$ cat config.mk
export PLATFORM = sky130hd
export DESIGN_NAME = pse_front
export DESIGN_NICKNAME = d
export VERILOG_FILES = /design/src/rtl/core/pse_pkg.sv /design/src/rtl/core/pse_front.sv
export SDC_FILE = /design/constraint.sdc
export NUM_CORES = 1
export LEC_CHECK = 0
export BUFFER_PORTS_ARGS = -buffer_cell sky130_fd_sc_hd__buf_4
export CAP_MARGIN = 20
export CORE_AREA = 10 10 51 53
export DETAILED_ROUTE_END_ITERATION = 7
export DIE_AREA = 0 0 61 63
export PLACE_DENSITY = 0.79
export SLEW_MARGIN = 20
export SYNTH_ARGS = -nofsm -noshare
export SYNTH_HDL_FRONTEND = slang
export SYNTH_SLANG_ARGS = --single-unit
$ cat constraint.sdc
create_clock -name vclk -period 1.3
set_clock_uncertainty 0.15 [all_clocks]
set_input_delay 0.26 -clock vclk [all_inputs]
set_output_delay 0.26 -clock vclk [all_outputs]
set_load 0.02 [all_outputs]
$ cat src/rtl/core/pse_pkg.sv
// shared types and constants for the postfix stack evaluator
package pse_pkg;

  localparam int DATA_WIDTH  = 32;
  localparam int STACK_DEPTH = 256;
  localparam int COUNT_W     = $clog2(STACK_DEPTH + 1);
  localparam int ADDR_W      = $clog2(STACK_DEPTH);
  localparam int SHAMT_W     = 5;
  localparam int CQ_DEPTH    = 4;
  localparam int CQ_PTR_W    = $clog2(CQ_DEPTH);
  localparam int CQ_COUNT_W  = $clog2(CQ_DEPTH + 1);

  typedef enum logic [1:0] {
    ACT_PUSH  = 2'd0,
    ACT_APPLY = 2'd1,
    ACT_END   = 2'd2
  } action_t;

  typedef enum logic [3:0] {
    OP_ADD  = 4'd0,
    OP_SUB  = 4'd1,
    OP_MUL  = 4'd2,
    OP_XOR  = 4'd3,
    OP_ROTL = 4'd4,
    OP_ROTR = 4'd5,
    OP_SHL  = 4'd6,
    OP_ASHR = 4'd7,
    OP_AND  = 4'd8,
    OP_OR   = 4'd9,
    OP_NOT  = 4'd10
  } op_t;

  typedef enum logic [1:0] {
    ST_OK      = 2'd0,
    ST_MISSING = 2'd1,
    ST_FULL    = 2'd2,
    ST_EMPTY   = 2'd3
  } status_t;

  typedef enum logic [1:0] {
    CMD_PUSH,
    CMD_BINOP,
    CMD_NOT,
    CMD_END
  } cmd_kind_t;

  typedef struct packed {
    logic [1:0]                   action;
    logic [3:0]                   operator_code;
    logic signed [DATA_WIDTH-1:0] operand_value;
  } token_t;

  typedef struct packed {
    logic signed [DATA_WIDTH-1:0] result_value;
    logic [1:0]                   status;
  } result_t;

  typedef struct packed {
    cmd_kind_t             kind;
    op_t                   op;
    logic [DATA_WIDTH-1:0] value;
  } cmd_t;

endpackage

$ cat src/rtl/core/pse_front.sv
// front end: accepts tokens, classifies them and drops the ones with no effect
module pse_front (
  input  logic            push,
  output logic            full,
  input  pse_pkg::token_t token,
  input  logic            cq_full,
  output logic            cq_push,
  output pse_pkg::cmd_t   cq_cmd
);
  import pse_pkg::*;

  logic keep;

  assign full = cq_full;

  always_comb begin
    keep          = 1'b0;
    cq_cmd.kind   = CMD_PUSH;
    cq_cmd.op     = op_t'(token.operator_code);
    cq_cmd.value  = token.operand_value;
    case (token.action)
      ACT_PUSH: begin
        keep        = 1'b1;
        cq_cmd.kind = CMD_PUSH;
      end
      ACT_APPLY: begin
        // unknown operator codes are no-ops
        if (token.operator_code == OP_NOT) begin
          keep        = 1'b1;
          cq_cmd.kind = CMD_NOT;
        end else if (token.operator_code inside {[OP_ADD:OP_OR]}) begin
          keep        = 1'b1;
          cq_cmd.kind = CMD_BINOP;
        end
      end
      ACT_END: begin
        keep        = 1'b1;
        cq_cmd.kind = CMD_END;
      end
      default: keep = 1'b0;
    endcase
  end

  assign cq_push = push && !cq_full && keep;

endmodule

* Yosys cells after proc, flatten, opt, wreduce, memory -nomap -nowiden
Index checks and enable logic that the tools add are counted.
** Storage, ports and cells
- Logic and storage cells :: 17
- Memory bits (read-only) :: 0
- Memories :: 0
- Register bits after elaboration :: 0
- Input bits :: 40
- Latch bits :: 0
- Memory bits (writable) :: 0
- Output and inout port bits :: 40
** Cells by class
- Reduce and logical (&&, ||, !) cells :: 6
- Div/mod/pow operators :: 0
- Shifts and indexed selects :: 0
- $add $sub $neg :: 0
- Magnitude comparators :: 2
- Multipliers :: 0
- Muxes and demuxes :: 6
- Bitwise logic cells :: 0
- Equality and inequality tests :: 3
** Operator list (number)
- 4-bit equality test (second input constant) :: 1
- 4-bit by 1-bit >= comparator with 1-bit output (second input constant) :: 1
- 4-bit <= comparator (second input constant) :: 1
- 2-bit one-hot mux with 2 select lines :: 1
- 1-bit logical AND :: 3
- 1-bit two-way mux :: 3
- 2-bit by 1-bit equality test with 1-bit output (second input constant) :: 1
- 2-bit equality test (second input constant) :: 1
- 2-bit zero test :: 1
- 2-bit two-way mux :: 1
- 1-bit one-hot mux with 2 select lines :: 1
- 2-bit OR reduction :: 1
- 1-bit zero test :: 1

* Depth between registers and ports, before layout
Gate-level depths: netlist of run 1.
- Depth in word-level cells :: 6
- Gate-level depth with buffers :: 5
- Mapped depth without buffers :: 5

* Worst setup path before layout of run 1
OpenSTA, ideal clock, no wires.
- Path type :: input -> output
- From :: in token[37] (netlist bit)
- To :: out cq_cmd[37] (netlist bit)
- Stages :: 5
- Path slack :: -0.173 ns
- Arrival :: 1.063 ns
- Data required time :: 0.890 ns
- Buffers on the path :: 0
- Cell sequence :: inv_1 ha_1 and4bb_1 a21oi_2 nor2b_1
** RTL lines
- from (decl) :: line pse_front.sv:5 : input pse_pkg::token_t token,
- to (decl) :: line pse_front.sv:8 : output pse_pkg::cmd_t cq_cmd

* Final worst setup path of run 1
- From :: in token[37] (netlist bit)
- To :: out cq_push
** On the way
- Longest elaborated chain between the ends :: 4
- Elaborated cells on any way between the ends :: 6
- Those cells by class :: eq/ne: 2; mux: 1; reduce/logical: 3
** RTL lines
- 2-bit equality test / 2-bit zero test (equally long branches) :: line pse_front.sv:21 : case (token.action)
- 2-bit OR reduction (no source line)
- 1-bit one-hot mux with 2 select lines (*) :: line pse_front.sv:21
- 1-bit logical AND (*) :: line pse_front.sv:44 : assign cq_push = push && !cq_full && keep;
- to (decl) :: line pse_front.sv:7 : output logic cq_push,
Mark *: on every way between the ends. The rest lies on a longest branch, timed or not.

==> metrics.md, run 1 <==
| Metric | Value |
|---|---|
| All-Layer GR Usage | 0.0324 |
| Synthesized net count | 97 |
| Crit path kind | in2out |
| Fin util | 0.237 |
| Placeable Area | ~0.0017 mm2 |
| Yosys cell types | 10 |
| Crit path from | token[37] |
| Fmax achieved | about 0.66 GHz |
| Pleak | 0.177 nW |
| Slew Limit Headroom | 0.842 |
| FF+latch count | 0 |
| Tcrit/Tclk final | 1.16 |
| Post-route ant nets | 0 |
| Sequential Power Share | 0 |
| Worst Setup End Kind | output port |
| Vias in the first global route | between 200 and 250 |
| Placer Congestion | roughly 0.74 |
| Design area | roughly 400 um2 |
| Post-Synthesis Cells | 53 |
| Hold path start | token[16] |
| CTS Hold Bufs | 0 |
| Max cap viols | 0 |
| Placed cell count | between 50 and 60 |
| Largest net degree at the start of global routing | 4 |
| Top-area cell type share of the netlist area | 0.694 |
| Post-synth top area cell | buf_4 |
| Int Power | 0.0712 mW |
| Commonest non-fill, non-tap cell in the layout | buf_4 |
| Post-placement worst setup slack | -0.296 ns |
| Register area | 0 um2 |
| DP Wirelength | between 700 and 800 um |
| Pre-antenna DRT Iters | 2 |
| Vias | about 220 |
| Total chip power | between 0.1 and 0.15 mW |
| Avg Cell Area, Syn | 7.55 um2 |
| Switching part of the total power | 0.453 |
| Final-report hold violation count | 0 |
| Iter 0 DRT Violations | 2 |
| Setup TNS | -0.510 ns |
| Setup Buffers After CTS | 0 |
| RSZ-0062 raised after global routing | true |
| Combinational power share | 1.000 |
| DP Area | 324 um2 |
| Slew at the pin with the worst max-slew slack | 0.235 ns |
| Setup violations, final | 3 |
| PortBufs | 16 |
| Fin crit period | between 1.5 and 2 ns |
| Maximum vdd drop | about 150 uV |
| Worst setup margin | -0.206 ns |
| Cell Pwr Density | around 330 mW/mm2 |
| Global route total overflow | 0 |
| Yosys Warn Count | 0 |
| Routed len/inst | around 16 um |
| Fin. max-slew vios | 0 |
| Failing checks | setup timing |
| Initial Utilization | 0.242 |
| Clock power share | 0 |
| IO Pins | 80 |
| Startpoint types | input port |
| Finished Layout Cells | 53 |
| Area of the mapped netlist | around 400 um2 |
| Hold Crit Class | in2out |
| WHS | roughly 0.37 ns |
| Routed wire length | 836 um |
| Status | finished, violations left |
| Die area | ~0.0038 mm2 |
| Die Height | about 63 um |
| Row count | 15 |
| Fill count | around 190 |
| Sequential element share of the synthesized area | 0 |
| Most frequent cells in the layout | buf_4 (14), buf_6 (5), a21oi_2 (3), ha_4 (3) |
| Synth-to-layout area growth | -2.19% |
| Antenna Cells | 0 |
| Nets | 82 |
| NetSw | around 0.06 mW |
| Share of post-route cells with drive strength above 1 | 0.833 |
| First-pass GRT wire length | ~1100 um |
| Via-to-Cell Ratio | 4.17 |
| Critical path arrival | about 1.1 ns |
| Antenna violations before repair | 0 |
| Die Wd | roughly 61 um |
| Worst-path maximum fanout | 2 |
| Clock buffer cells | 0 |
| DRC | 0 |
| CP required | between 0.8 and 0.9 ns |
| Top cells by area, synth | buf_4 (69%), ha_1 (13%), a21oi_2 (4.4%) |
==> kinds of logic after synthesis <==
| family | synth area share |
|---|---|
| AND/OR/NAND/NOR | 0.0812 |
| AO/OA/AOI/OAI | 0.0812 |
| adder cells (fa/ha/maj) | 0.125 |
| buffers and inverters | 0.713 |
==> cells in the mapped netlist <==
library cell and instances:
buf_4 37, ha_1 4, a21oi_1 2, a21oi_2 2, inv_1 2, nor2b_1 2
and4bb_1 1, nand2_1 1, nor2_1 1, o21ai_1 1
==> power by group through the flow <==
stage	clock (mW)	sequential (mW)	combinational [mW]
after global placement	0	0	0.106
after CTS	0	0	0.130
final	0	0	0.130
after detailed placement	0	0	0.109
after floorplan	0	0	0.201
after global routing	0	0	0.140
==> cell type report <==
cell class | count | area, um2 | share of cell area
Multi-Input combinational cell | 14 | 169 | 0.431
Inverter | 2 | 20.0 | 0.0511
Tap cell | 17 | 21.3 | 0.0543
Timing Repair Buffer | 20 | 181 | 0.463
==> worst max-delay path: stages <==
cell and delay (ns):
buf_12 0.09, inv_12 0.03, ha_4 0.14, and4bb_1 0.19, a21oi_2 0.17, a21oi_2 0.08
buf_6 0.13
==> metal layers <==
metal | up-vias | global-route usage | share of wire
li1 | 95 | - | -
met1 | 92 | 0.0292 | 0.29
met2 | 26 | 0.0510 | 0.43
met3 | 8 | 0.0244 | 0.24
met4 | 0 | 0.0165 | 0.032
met5 | - | 0 | 0
==> path summary, 6_finish.rpt <==
check | cells after the start | slack, ns | endpoint
max | 7 | -0.21 | cq_push
min | 0 | 0.37 | cq_cmd[16]
==> what timing repair did <==
| item | 4_1_cts | 5_1_grt |
|---|---|---|
| pin swaps | 5 | 3 |
| resized for setup | 12 | 2 |
| setup endpoints to repair | 3 | 3 |
| cloned | 0 | 0 |
Power figures use the tool's default switching activity.
==> inputs of run 2 (changes only) <==
SETUP_SLACK_MARGIN = 0.5   (was not set)
==> metrics.md, run 2 (synthesis results as in run 1) <==
| Metric | Value |
|---|---|
| Commonest non-fill, non-tap cell in the layout | buf_6 |
| Pleak | around 0.19 nW |
| Slew at the pin with the worst max-slew slack | roughly 0.22 ns |
| Fin util | 0.256 |
| Vias in the first global route | around 250 |
| Nets | a little over 80 |
| Final-report hold violation count | 0 |
| Share of post-route cells with drive strength above 1 | 0.806 |
| Die area | roughly 0.0038 mm2 |
| Maximum vdd drop | between 50 and 60 uV |
| Antenna violations before repair | 0 |
| Post-route ant nets | 0 |
| CP required | ~0.9 ns |
| Initial Utilization | 0.242 |
| First-pass GRT wire length | approximately 1200 um |
| FF+latch count | 0 |
| M2 GR Usage | 0.0753 |
| Pre-antenna DRT Iters | 2 |
| GRT met3 Usage | 0.0264 |
| Cell Pwr Density | around 330 mW/mm2 |
| Tcrit/Tclk final | 1.15 |
| Die Height | around 63 um |
| DRC | 0 |
| Post-placement worst setup slack | -0.296 ns |
| RSZ-0062 raised after global routing | true |
| Setup violations, final | 3 |
| GRT met1 Usage | 0.0202 |
| Max cap viols | 0 |
| Crit path kind | in2out |
| IO Pins | 80 |
| All-Layer GR Usage | 0.0378 |
| Fmax achieved | roughly 0.67 GHz |
| Most frequent cells in the layout | buf_6 (12), buf_4 (6), a21oi_2 (3), ha_4 (3) |
| Die Wd | roughly 61 um |
| Critical path arrival | 1.08 ns |
| Most Crowded Layer GR | met2 |
| Hold Crit Class | in2out |
| Startpoint types | input port |
| Design area | ~420 um2 |
| Via-to-Cell Ratio | between 4 and 5 |
| Vias | between 200 and 250 |
| Worst-path maximum fanout | 2 |
| Slew Limit Headroom | 0.850 |
| Total chip power | 0.139 mW |
| DP Wirelength | around 760 um |
| Worst setup margin | -0.190 ns |
| Largest net degree at the start of global routing | 4 |
| Clock buffer cells | 0 |
| Antenna Cells | 0 |
| Routed len/inst | 15.5 um |
| Synth-to-layout area growth | 5.63% |
| Failing checks | setup timing |
| Global route total overflow | 0 |
| Register area | 0 um2 |
| PortBufs | 16 |
| Routed wire length | approximately 820 um |
| Iter 0 DRT Violations | 1 |
| Status | finished, violations left |
| Worst Setup End Kind | output port |
| Placer Congestion | a little over 0.7 |
| DP Area | approximately 320 um2 |
| CTS Hold Bufs | 0 |
| Row count | 15 |
| Fin. max-slew vios | 0 |
| Fin crit period | 1.49 ns |
| Placeable Area | about 0.0017 mm2 |
==> run 2: cell count changes in the layout (fill, tap and decap cells not counted) <==
cell   previous run  this run
ha_1              0         1
buf_6             5        12
buf_4            14         6
ha_2              1         0
buf_8             0         1
==> run 2: power by group <==
part           internal, mW  leakage, nW  switching [mW]
clock network             0            0               0
registers                 0            0               0
logic                0.0802        0.190          0.0590
total                0.0802        0.190          0.0590
==> run 2: per-layer routing <==
layer,up-vias,part of all wire,routed length (um)
met1,100,0.18,151
met3,8,0.22,179
li1,94,-,-
met4,0,0.028,23
met2,28,0.57,468
met5,-,0,0
==> run 2: stage by stage <==
| step | instances | hold slack (ns) | TNS (ns) |
|---|---|---|---|
| floorplan | 53 | 0.460 | -0.0520 |
| global route | 53 | 0.370 | -0.591 |
| finish | 53 | 0.370 | -0.471 |
| detailed placement | 52 | 0.370 | -0.845 |
| CTS | 53 | 0.370 | -0.540 |
| global placement | 52 | 0.370 | -0.821 |
==> run 2: final timing paths <==
check                      from    endpoint  slack (ns)  depth (start not counted)
worst max-delay path  token[37]     cq_push       -0.19                          7
worst min-delay path  token[18]  cq_cmd[18]        0.37                          0
==> run 2: worst max-delay path: stages <==
cell      delay, ns
buf_12         0.09
inv_12         0.03
ha_4           0.14
and4bb_1       0.19
a21oi_2        0.17
a21oi_2        0.08
buf_6          0.13
==> run 2: layout make-up <==
type / count / area (um2)
Inverter: 2 / 20.0
Timing Repair Buffer: 20 / 215
Fill cell: 180 / 1230
Multi-Input combinational cell: 14 / 166
Tap cell: 17 / 21.3
==> run 2: repair_timing <==
| action | CTS | global route |
|---|---|---|
| pin swaps | 5 | 1 |
| resized for setup | 20 | 1 |
| hold endpoints to repair | 0 | 0 |
| setup endpoints to repair | 8 | 8 |
| buffers inserted | 1 | 0 |
