==> src/rtl/core/pse_pkg.sv <==
// shared types and constants for the postfix stack evaluator
package pse_pkg;

  localparam int DATA_WIDTH  = 32;
  localparam int STACK_DEPTH = 256;
  localparam int COUNT_W     = $clog2(STACK_DEPTH + 1);
  localparam int ADDR_W      = $clog2(STACK_DEPTH);
  localparam int SHAMT_W     = 5;
  localparam int CQ_DEPTH    = 4;
  localparam int CQ_PTR_W    = $clog2(CQ_DEPTH);
  localparam int CQ_COUNT_W  = $clog2(CQ_DEPTH + 1);

  typedef enum logic [1:0] {
    ACT_PUSH  = 2'd0,
    ACT_APPLY = 2'd1,
    ACT_END   = 2'd2
  } action_t;

  typedef enum logic [3:0] {
    OP_ADD  = 4'd0,
    OP_SUB  = 4'd1,
    OP_MUL  = 4'd2,
    OP_XOR  = 4'd3,
    OP_ROTL = 4'd4,
    OP_ROTR = 4'd5,
    OP_SHL  = 4'd6,
    OP_ASHR = 4'd7,
    OP_AND  = 4'd8,
    OP_OR   = 4'd9,
    OP_NOT  = 4'd10
  } op_t;

  typedef enum logic [1:0] {
    ST_OK      = 2'd0,
    ST_MISSING = 2'd1,
    ST_FULL    = 2'd2,
    ST_EMPTY   = 2'd3
  } status_t;

  typedef enum logic [1:0] {
    CMD_PUSH,
    CMD_BINOP,
    CMD_NOT,
    CMD_END
  } cmd_kind_t;

  typedef struct packed {
    logic [1:0]                   action;
    logic [3:0]                   operator_code;
    logic signed [DATA_WIDTH-1:0] operand_value;
  } token_t;

  typedef struct packed {
    logic signed [DATA_WIDTH-1:0] result_value;
    logic [1:0]                   status;
  } result_t;

  typedef struct packed {
    cmd_kind_t             kind;
    op_t                   op;
    logic [DATA_WIDTH-1:0] value;
  } cmd_t;

endpackage

==> src/rtl/core/pse_cmd_queue.sv <==
// short command queue between the front end and the stack engine
module pse_cmd_queue (
  input  logic          clk,
  input  logic          rst,
  input  logic          wr_en,
  input  pse_pkg::cmd_t wr_cmd,
  output logic          q_full,
  output logic          rd_valid,
  input  logic          rd_en,
  output pse_pkg::cmd_t rd_cmd
);
  import pse_pkg::*;

  cmd_t                  slots [CQ_DEPTH];
  logic [CQ_PTR_W-1:0]   wr_ptr;
  logic [CQ_PTR_W-1:0]   rd_ptr;
  logic [CQ_COUNT_W-1:0] fill;

  logic do_wr;
  logic do_rd;

  assign q_full   = (fill == CQ_COUNT_W'(CQ_DEPTH));
  assign rd_valid = (fill != '0);
  assign rd_cmd   = slots[rd_ptr];
  assign do_wr    = wr_en && !q_full;
  assign do_rd    = rd_en && rd_valid;

  always_ff @(posedge clk) begin
    if (rst) begin
      wr_ptr <= '0;
      rd_ptr <= '0;
      fill   <= '0;
    end else begin
      if (do_wr) wr_ptr <= wr_ptr + CQ_PTR_W'(1);
      if (do_rd) rd_ptr <= rd_ptr + CQ_PTR_W'(1);
      if (do_wr && !do_rd) fill <= fill + CQ_COUNT_W'(1);
      else if (do_rd && !do_wr) fill <= fill - CQ_COUNT_W'(1);
    end
  end

  always_ff @(posedge clk) begin
    if (do_wr) slots[wr_ptr] <= wr_cmd;
  end

endmodule

==> config.mk <==
export PLATFORM = sky130hd
export DESIGN_NAME = pse_cmd_queue
export DESIGN_NICKNAME = d
export VERILOG_FILES = /design/src/rtl/core/pse_pkg.sv /design/src/rtl/core/pse_cmd_queue.sv
export SDC_FILE = /design/constraint.sdc
export NUM_CORES = 1
export LEC_CHECK = 0
export BUFFER_PORTS_ARGS = -buffer_cell sky130_fd_sc_hd__clkbuf_2
export CAP_MARGIN = 20
export CORE_MARGIN = 8
export CORE_UTILIZATION = 48
export CTS_BUF_LIST = sky130_fd_sc_hd__clkbuf_4
export DETAILED_ROUTE_END_ITERATION = 16
export PLACE_DENSITY = 0.69
export SYNTH_ARGS = -nofsm -noshare
export SYNTH_HDL_FRONTEND = slang
export SYNTH_SLANG_ARGS = --single-unit
==> constraint.sdc <==
create_clock -name clk -period 2.9 [get_ports clk]
set_input_delay 0.58 -clock clk [delete_from_list [all_inputs] [get_ports clk]]
set_output_delay 0.58 -clock clk [all_outputs]
set_load 0.02 [all_outputs]
Word-level counts from Yosys, hierarchy flattened
Memories as Yosys holds them, arrays and structs flattened. A register that Yosys moved wholly into a read port is not among the register bits.
Cells that the tools add are included.
- bits in registers: 7
- latch bits: 0
- RAM bits: 152
- memory bits (read-only): 0
- input port bits: 42
- output and inout port bits: 40
- word-level logic and storage cells: 24
- memories: 1
- memory list (name ; depth ; bits a word ; rd ports ; clocked after memory_dff ; wr ports ; line ; RTL):
    slots ; 4 ; 38 ; 1 ; 1 ; 1 ; pse_cmd_queue.sv:14 ; cmd_t slots [CQ_DEPTH];
- add/sub/neg operators: 4
- $mul: 0
- div/mod/pow operators: 0
- order comparisons: 0
- equal/unequal tests: 1
- shifts and indexed selects: 0
- multiplexer cells: 6
- bitwise operators: 0
- reduce and logical (&&, ||, !) cells: 9
- operators by type and width (kind ; number):
    two-way mux 3 bit ; 2
    adder 2 x 1 -> 2 bit (second input constant) ; 2
    logical AND 1 bit ; 4
    two-way mux 2 bit ; 2
    adder 3 x 1 -> 3 bit (second input constant) ; 1
    == test 3 bit (second input constant) ; 1
    logical NOT 1 bit ; 3
    nonzero test 3 bit ; 1
    subtractor 3 x 1 -> 3 bit (second input constant) ; 1
    two-way mux 1 bit ; 2
    nonzero test 2 bit ; 1

Depth between registers and ports, before layout
Gate-level depths: netlist (run 1).
- depth after elaboration: 7
- gate-level depth with buffers: 8
- mapped depth without buffers: 8

Worst setup path before layout (run 1)
OpenSTA, ideal clock, no wires.
- path kind: input-to-reg
- from: input port wr_en
- to: memory slots[0][0] (netlist name) (enable)
- setup time: 399 ps
- arrival time: 1842 ps
- data required time: 2501 ps
- slack: 659 ps
- stages on the path: 3
- buffers on the path: 0
- cell sequence: inv_1 nor2_1 and2_1
- word-level cells in the longest chain between the ends: 3
- RTL lines (element ; line ; RTL):
    from (decl) ; pse_cmd_queue.sv:5 ; input logic wr_en,
    logical AND 1 bit ; pse_cmd_queue.sv:25 ; assign do_wr = wr_en && !q_full;
    named net do_wr ; pse_cmd_queue.sv:19 ; logic do_wr;
    two-way mux 1 bit ; pse_cmd_queue.sv:42 ; if (do_wr) slots[wr_ptr] <= wr_cmd;
    two-way mux 1 bit (not written as such) ; pse_cmd_queue.sv:42 ;
    to (decl) ; pse_cmd_queue.sv:14 ;
The timed path passes the listed nets, and every way through them passes these cells.

==> impl_metrics.py, run 1 <==
metrics = {
    "run_status": {
        "outcome": "completed",
    },
    "logic_synthesis": {
        "yosysMostFrequentCell": "edfxtp_1",
        "synthCells": 246,
        "synth_top_area_share_pct": 76.6,
        "ys_top_cells_by_count": "152 x edfxtp_1, 38 x mux4_2, 9 x dfxtp_1",
        "synth_edf_count": 152,
        "avgSynthCellArea_sq_um": 24.2,
        "synthTopCellsByArea": "edfxtp_1 77%, mux4_2 14%, dfxtp_1 3.0%",
        "yosys_register_bits": 161,
        "seq_area_frac_synth_pct": 79.6,
        "synth_warnings": 0,
        "syn_nets": 294,
        "synth-main-ff-cell": "edfxtp_1",
        "synth_cell_types": 22,
        "synth.cell_area_sq_um": 5960,
        "async_reset_ff_share_pct": 0,
        "synth_area_leader_cell": "edfxtp_1",
    },
    "worst_setup_path": {
        "required_ns": 2.32,
        "r2r_slack_ns": 0.60,
        "crit_slowest_cell": "dfxtp_2",
        "reg2reg_from": "fill[0]$_SDFFE_PP0P_",
        "worstReg2RegEnd": "fill[2]$_SDFFE_PP0P_",
        "crit_buf_inv": 2,
        "crit_chain": "buf_12 -> mux4_2 -> clkbuf_2",
        "cp-start-kind": "flop",
        "timing_worst_setup_path_type": "flop to output port",
        "critPathMaxStageDelay_ns": 0.65,
        "critical_path.endpoint_type": "output port",
        "rr_worst_depth": 8,
        "crit_family": "flip-flops",
        "crit_fanout": 22,
        "cp_data_arrival_time_ns": 1.98,
    },
    "place": {
        "gp_congestion": 0.697,
        "io_buffers": 81,
        "pre_cts_ws_ns": 0.459,
        "dpl_cell_area_sq_um": 6620,
        "dpl.hpwl_mm": 6.40,
    },
    "clock_tree": {
        "postCtsSetupBuffers": 0,
        "worst_skew_pair.late_latency_ns": 0.54,
        "cts_sinks": 161,
        "cts_buffer_depth": 2,
        "numCtsBuffers": 17,
        "cts.repair.resized": 0,
        "htree_num_levels": 4,
        "cts_tree": "yes",
        "cts_hold_buf": 0,
        "root_buffer": "clkbuf_4",
        "clk_pin_slew_ns": 0.13,
    },
    "timing": {
        "tns_ns": 0,
        "finalHoldViolCount": 0,
        "finalWorstSetupSlack_ns": 0.342,
        "period_minus_slack_ns": 2.56,
        "worst_slew_pin_slew_ns": 0.479,
        "drv_slew": 0,
        "slew_headroom_pct": 68.1,
        "hold_ws_ns": 0.253,
        "min_period_over_period_pct": 88.2,
        "clock_skew_ns": 0.00941,
        "rsz0062_at_grt": "no",
        "max_freq_ghz": 0.391,
        "setup_viol": 0,
    },
    "routing": {
        "dr_total_vias": 2697,
        "drt_iter0_markers": 196,
        "ant_nets": 0,
        "dr.pass1.iters": 4,
        "drc": 0,
        "via_per_inst": 5.15,
        "wl_per_cell_um": 20.2,
        "wl_mm": 10.6,
    },
    "min_path": {
        "min_to": "slots[0][34]$_DFFE_PP_",
        "hold_depth": 1,
        "min_path_type": "input pin to flop",
        "holdCritStartpoint": "wr_cmd[34]",
    },
    "grt": {
        "grt_start_max_net_pins": 39,
        "grt_pass1_wl_mm": 16.4,
        "grt_overflow": 0,
        "antenna_found_initial": 0,
        "first_global_vias": 2967,
        "grtUsageTotal_pct": 13.7,
    },
    "finish": {
        "num_antenna_cells": 0,
        "design_area_sq_um": 6920,
        "drive_above_1_share_pct": 44.1,
        "fin_nets": 391,
        "area_delta_synth_final_pct": 16.1,
    },
    "flow_run": {
        "drv_cap": 0,
    },
    "power_and_ir_drop": {
        "power_leakage_nw": 2.35,
        "power.density_nw_per_um2": 851,
        "peakVddDrop_mv": 0.402,
    },
    "floorplan": {
        "die_w_um": 127,
        "core_area_sq_um": 12100,
        "initial_utilization_pct": 49.4,
        "rows": 40,
        "num_io_pins": 82,
        "die_h_um": 127,
        "dieArea_sq_um": 16200,
    },
}
-- worst max-delay path by stage --
stage | startpoint | endpoint | slack (ns) | cells past startpoint
6_report | flop | rd_cmd[27] | 0.34 | 3
5_1_grt | flop | rd_cmd[27] | 0.18 | 3
4_1_cts | flop | rd_cmd[27] | 0.25 | 3
3_5_place_dp | wr_en | fill[2]$_SDFFE_PP0P_ | 0.46 | 9
3_3_place_gp | wr_en | fill[2]$_SDFFE_PP0P_ | 0.61 | 9
2_1_floorplan | wr_en | slots[0][0]$_DFFE_PP_ | 0.66 | 3
-- sequential cells by signal (all words and copies together) (netlist names), named ones only --
signal / flops
wr_ptr: 2
slots: 152
fill: 3
rd_ptr: 2
-- metal layers --
layer  global-route usage (%)  share of wire (%)  vias up
met4                     6.09                1.4        0
met5                        0                  0        -
met2                     21.3                 47       77
li1                         -                  -     1229
met3                     5.87                7.1       11
met1                     16.5                 44     1380
-- placed cells by master (no fill, tap or decap), drive strengths merged --
cell type,instances
edfxtp,152
clkbuf,98
mux4,38
clkinv,10
dfxtp,9
nor2,6
buf,6
ha,5
inv,4
and2,4
xor2,4
bufinv,4
or3,3
o21ai,2
a21oi,2
mux2i,2
nand2b,2
nor3b,1
o31ai,1
o311ai,1
fa,1
clkinvlp,1
-- cells by family (layout without fill, tap and decap cells) --
logic type                 after synthesis  in the layout  share of synthesized area, %
adders and majority gates                6              6                          1.39
buffers and inverters                   13            123                          1.62
muxes                                   40             40                          14.7
xor gates and xnor gates                 4              4                         0.588
DFF                                    161            161                          79.6
AOI/OAI and AO/OA                        6              6                         0.609
and+or+nand+nor                         16             16                          1.53
-- area by class of cell --
cell class              instances  area (sq um)
well taps                     168           210
fillers                       919          5140
clock inverters                15           173
multi-input cells              72          1130
repair buffers                 87           526
clock buffers                  17           128
inverters                       4          15.0
flip-flops and latches        161          4750
-- power breakdown --
part / internal (mW) / switching [mW]
Sequential: 2.79 / 0.0965
Combinational: 0.704 / 0.921
Clock: 0.662 / 0.714
-- metrics by stage --
step,instances,utilization (%),power (mW)
2_1_floorplan,246,-,4.11
3_3_place_gp,492,54.9,4.59
3_5_place_dp,492,54.9,4.61
4_1_cts,524,57.4,5.99
5_1_grt,524,57.4,6.18
6_report,524,57.4,5.89
No activity file was read; power rests on OpenSTA's default activity.
==> inputs of run 2 (changes only) <==
- RECOVER_POWER: not set -> 50
==> run 2 against run 1 <==
  * Global-route usage is the same
  * Sequential share of layout area increased by 0.83 points
  * Final area down 1.2%
==> impl_metrics.py, run 2 (synthesized netlist as in run 1, its figures left out) <==
metrics = {
    "finish": {
        "final_common_cell": "edfxtp_1",
        "drive_above_1_share_pct": 33.1,
        "reg_top3": "slots: 152 flops, fill: 3 flops",
        "fin_nets": 391,
        "design_area_sq_um": 6840,
        "largest_register_ffs": 152,
        "top_register": "slots",
        "final_cell_mix": "152 x edfxtp_1, 45 x clkbuf_2, 38 x mux4_2, 38 x clkbuf_1, 17 x clkbuf_4",
        "final_cells": 524,
        "final.fill_count": 939,
        "num_antenna_cells": 0,
        "area_delta_synth_final_pct": 14.8,
    },
    "timing": {
        "clock_skew_ns": 0.00978,
        "rsz0062_at_grt": "no",
        "tns_ns": 0,
        "setup_viol": 0,
        "max_freq_ghz": 0.391,
        "min_period_over_period_pct": 88.1,
        "hold_ws_ns": 0.294,
        "slew_headroom_pct": 24.5,
        "period_minus_slack_ns": 2.55,
        "drv_slew": 0,
        "worst_slew_pin_slew_ns": 1.13,
        "finalHoldViolCount": 0,
        "finalWorstSetupSlack_ns": 0.345,
    },
    "routing": {
        "wl_per_cell_um": 20.0,
        "dr.pass1.iters": 4,
        "wl_met3_um": 856,
        "drc": 0,
        "wl_mm": 10.5,
        "dr_total_vias": 2714,
        "highest-signal-layer": "met4",
        "via_per_inst": 5.18,
        "ant_nets": 0,
        "wl_met2_mm": 4.95,
        "drt_iter0_markers": 157,
        "wl_met1_mm": 4.56,
    },
    "floorplan": {
        "core_area_sq_um": 12100,
        "dieArea_sq_um": 16200,
        "die_h_um": 127,
        "rows": 40,
        "die_w_um": 127,
        "initial_utilization_pct": 49.4,
        "num_io_pins": 82,
    },
    "clock_tree": {
        "clk_pin_slew_ns": 0.13,
        "cts_sinks": 161,
        "postCtsSetupBuffers": 0,
        "cts_buffer_depth": 2,
        "cts_hold_buf": 0,
        "htree_num_levels": 4,
        "cts_tree": "yes",
        "root_buffer": "clkbuf_4",
        "cts.repair.resized": 0,
        "worst_skew_pair.late_latency_ns": 0.53,
        "numCtsBuffers": 17,
    },
    "worst_setup_path": {
        "required_ns": 2.32,
        "cp-start-kind": "flop",
        "critPathMaxStageDelay_ns": 0.65,
        "cp_data_arrival_time_ns": 1.97,
        "crit_buf_inv": 2,
        "crit_chain": "buf_12 -> mux4_2 -> clkbuf_2",
        "crit_cells": 3,
        "crit_fanout": 22,
        "crit_slowest_cell": "dfxtp_2",
        "crit_family": "flip-flops",
        "critical_path.endpoint_type": "output port",
        "timing_worst_setup_path_type": "flop to output port",
        "rr_worst_depth": 4,
    },
    "place": {
        "dpl_cell_area_sq_um": 6620,
        "dp.cells": 492,
        "pre_cts_ws_ns": 0.459,
        "dpl.hpwl_mm": 6.40,
        "io_buffers": 81,
        "gp_congestion": 0.697,
    },
    "min_path": {
        "hold_depth": 1,
        "min_path_type": "input pin to flop",
    },
    "run_status": {
        "outcome": "completed",
    },
    "power_and_ir_drop": {
        "power.density_nw_per_um2": 858,
        "peakVddDrop_mv": 0.398,
        "power_leakage_nw": 2.23,
    },
    "grt": {
        "antenna_found_initial": 0,
        "grt_pass1_wl_mm": 16.4,
        "grt_start_max_net_pins": 39,
        "first_global_vias": 2967,
        "grtUsageTotal_pct": 13.7,
        "grt_overflow": 0,
    },
    "flow_run": {
        "drv_cap": 0,
    },
}
-- run 2: worst paths after layout --
path / start / slack [ns] / to
max: flop / 0.35 / rd_cmd[27]
min: wr_cmd[34] / 0.29 / slots[0][34]$_DFFE_PP_
max reg2reg: fill[0]$_SDFFE_PP0P_ / 0.53 / slots[1][21]$_DFFE_PP_
min reg2reg: wr_ptr[1]$_SDFFE_PP0P_ / 0.52 / wr_ptr[1]$_SDFFE_PP0P_
-- run 2: worst reg2reg max path: cells and delay by family, from the launching register on --
family	cells	cell delay, ns
flip-flops	1	0.48
AND/OR/NAND/NOR	3	0.67
buffers and inverters	1	0.84
-- run 2: area by class of cell --
class,count,area [sq um],share of cell area [%]
sequential,161,4750,69.4
multi-input combinational,72,1120,16.4
timing repair buffer,87,448,6.55
tap,168,210,3.07
clock inverter,15,173,2.52
clock buffer,17,128,1.87
inverter,4,15.0,0.219
-- run 2: routing by layer --
layer / global-route usage, % / vias to the layer above
li1: - / 1233
met1: 16.5 / 1381
met2: 21.3 / 89
met3: 5.87 / 11
met4: 6.09 / 0
met5: 0 / -
-- run 2: power by group --
group          switching (mW)  internal [mW]  total [mW]  leakage, nW
logic                   0.917          0.688        1.61        0.603
clock network           0.715          0.662        1.38        0.158
registers              0.0937           2.80        2.89         1.47
-- run 2: stage by stage --
stage / power, mW / utilization [%]
after detailed placement: 4.61 / 54.9
after CTS: 5.99 / 57.4
final: 5.87 / 56.7
after global placement: 4.59 / 54.9
after floorplan: 4.11 / -
after global routing: 6.17 / 56.7
==> inputs of run 3 (changes only) <==
- SLEW_MARGIN: not set -> 20
- clock period: 2.9 -> 2.6 ns (I/O delays scaled with it)
==> run 3 against run 2 <==
  * Core utilization down 0.49 points
  * Register-to-register slack worse by 0.27 ns
  * Critical path depth stayed put
  * Critical endpoint unchanged
  * Largest power group unchanged
==> impl_metrics.py, run 3 (synthesized netlist as in run 1, its figures left out) <==
metrics = {
    "power_and_ir_drop": {
        "pwr-share-clk_pct": 20.5,
        "power_switching_mw": 1.91,
        "sequentialPowerShare_pct": 51.1,
        "power.density_nw_per_um2": 925,
        "swShare_pct": 30.4,
        "power_leakage_nw": 2.21,
        "comb_power_share_pct": 28.4,
        "peakVddDrop_mv": 0.558,
        "power.internal_mw": 4.37,
    },
    "min_path": {
        "min_path_type": "input pin to flop",
        "hold_depth": 1,
    },
    "clock_tree": {
        "htree_num_levels": 4,
        "postCtsSetupBuffers": 0,
        "numCtsBuffers": 17,
        "cts_sinks": 161,
        "cts_tree": "yes",
        "clk_pin_slew_ns": 0.12,
        "worst_skew_pair.late_latency_ns": 0.54,
        "cts_buffer_depth": 2,
        "cts_hold_buf": 0,
        "root_buffer": "clkbuf_4",
    },
    "routing": {
        "ant_nets": 0,
        "dr_total_vias": 2703,
        "wl_per_cell_um": 19.5,
        "drc": 0,
        "drt_iter0_markers": 215,
        "wl_mm": 10.2,
        "via_per_inst": 5.14,
        "dr.pass1.iters": 4,
    },
    "timing": {
        "drv_slew": 0,
        "setup_viol": 0,
        "hold_ws_ns": 0.234,
        "period_minus_slack_ns": 2.46,
        "rsz0062_at_grt": "yes",
        "worst_slew_pin_slew_ns": 1.16,
        "slew_headroom_pct": 22.9,
        "min_period_over_period_pct": 94.5,
        "clock_skew_ns": 0.0165,
        "finalHoldViolCount": 0,
        "max_freq_ghz": 0.407,
        "finalWorstSetupSlack_ns": 0.143,
    },
    "finish": {
        "area_delta_synth_final_pct": 13.8,
        "num_antenna_cells": 0,
        "fin_nets": 393,
        "final_cell_mix": "152 x edfxtp_1, 45 x clkbuf_2, 38 x mux4_2, 38 x clkbuf_1, 20 x clkbuf_4",
        "top_register": "slots",
        "final_common_cell": "edfxtp_1",
        "utilization_pct": 56.2,
        "largest_register_ffs": 152,
        "reg_top3": "slots: 152 flops, fill: 3 flops",
        "drive_above_1_share_pct": 35.2,
    },
    "grt": {
        "grtUsageTotal_pct": 13.7,
        "antenna_found_initial": 0,
        "grt_overflow": 0,
        "first_global_vias": 3014,
        "grt_pass1_wl_mm": 16.4,
        "grt_start_max_net_pins": 39,
    },
    "place": {
        "gp_congestion": 0.655,
        "pre_cts_ws_ns": 0.312,
        "dpl.hpwl_mm": 6.19,
        "io_buffers": 81,
    },
    "floorplan": {
        "dieArea_sq_um": 16200,
        "die_w_um": 127,
        "core_area_sq_um": 12100,
        "num_io_pins": 82,
        "die_h_um": 127,
        "initial_utilization_pct": 49.4,
        "rows": 40,
    },
    "worst_setup_path": {
        "timing_worst_setup_path_type": "flop to output port",
        "rr_worst_depth": 4,
        "critical_path.endpoint_type": "output port",
        "cp-start-kind": "flop",
        "cp_data_arrival_time_ns": 1.94,
        "crit_fanout": 19,
        "r2r_slack_ns": 0.26,
        "required_ns": 2.08,
    },
    "run_status": {
        "outcome": "completed",
    },
    "flow_run": {
        "drv_cap": 0,
    },
}
[run 3: changes by cell type in the layout (fill, tap and decap cells not counted)]
cell | before | now
bufinv_16 | 4 | 1
buf_4 | 0 | 2
clkinvlp_4 | 1 | 4
clkbuf_4 | 17 | 20
clkinv_2 | 2 | 6
buf_6 | 0 | 2
clkinv_4 | 1 | 0
buf_12 | 4 | 2
clkinv_1 | 7 | 1
[run 3: worst max-delay path: stages (launching register included)]
cell      delay (ns)
dfxtp_2         0.36
buf_6           0.27
mux4_2          0.57
clkbuf_2        0.18
[run 3: power groups by stage]
stage          registers, mW  logic [mW]  clock network [mW]
2_1_floorplan           3.24        1.34                   0
3_3_place_gp            3.25        1.84                   0
3_5_place_dp            3.26        1.85                   0
4_1_cts                 3.20        1.86                1.35
5_1_grt                 3.24        1.94                1.44
6_report                3.21        1.78                1.29
[run 3: routing by layer]
layer	global-route usage, %	routed length, um	up-vias
li1	-	-	1236
met3	5.87	727	12
met4	5.88	142	0
met2	20.9	4880	77
met5	0	0	-
met1	16.8	4490	1378
[run 3: final cells by class]
class / instances / area (sq um)
well taps: 168 / 210
clock buffers: 20 / 150
flip-flops and latches: 161 / 4750
repair buffers: 89 / 445
multi-input cells: 72 / 1120
clock inverters: 12 / 93.8
fillers: 928 / 5280
inverters: 4 / 15.0
[run 3: worst paths after layout]
path / from / to
worst max-delay path: flop / rd_cmd[27]
worst min-delay path: wr_cmd[27] / slots[2][27]$_DFFE_PP_
worst max register to register: fill[0]$_SDFFE_PP0P_ / slots[1][7]$_DFFE_PP_
worst min register to register: wr_ptr[1]$_SDFFE_PP0P_ / wr_ptr[1]$_SDFFE_PP0P_
[run 3: timing repair]
action                     4_1_cts  5_1_grt
pin swaps                        0        0
resized for setup                0        2
setup endpoints to repair       20       38
[run 3: through the flow]
step | total power [mW] | instance area [sq um] | instances | setup TNS (ns)
3_3_place_gp | 5.09 | 6610 | 494 | 0
4_1_cts | 6.40 | 6860 | 526 | -0.224
2_1_floorplan | 4.59 | 5960 | 246 | 0
3_5_place_dp | 5.11 | 6610 | 494 | 0
6_report | 6.28 | 6780 | 526 | 0
5_1_grt | 6.61 | 6780 | 526 | -0.0803
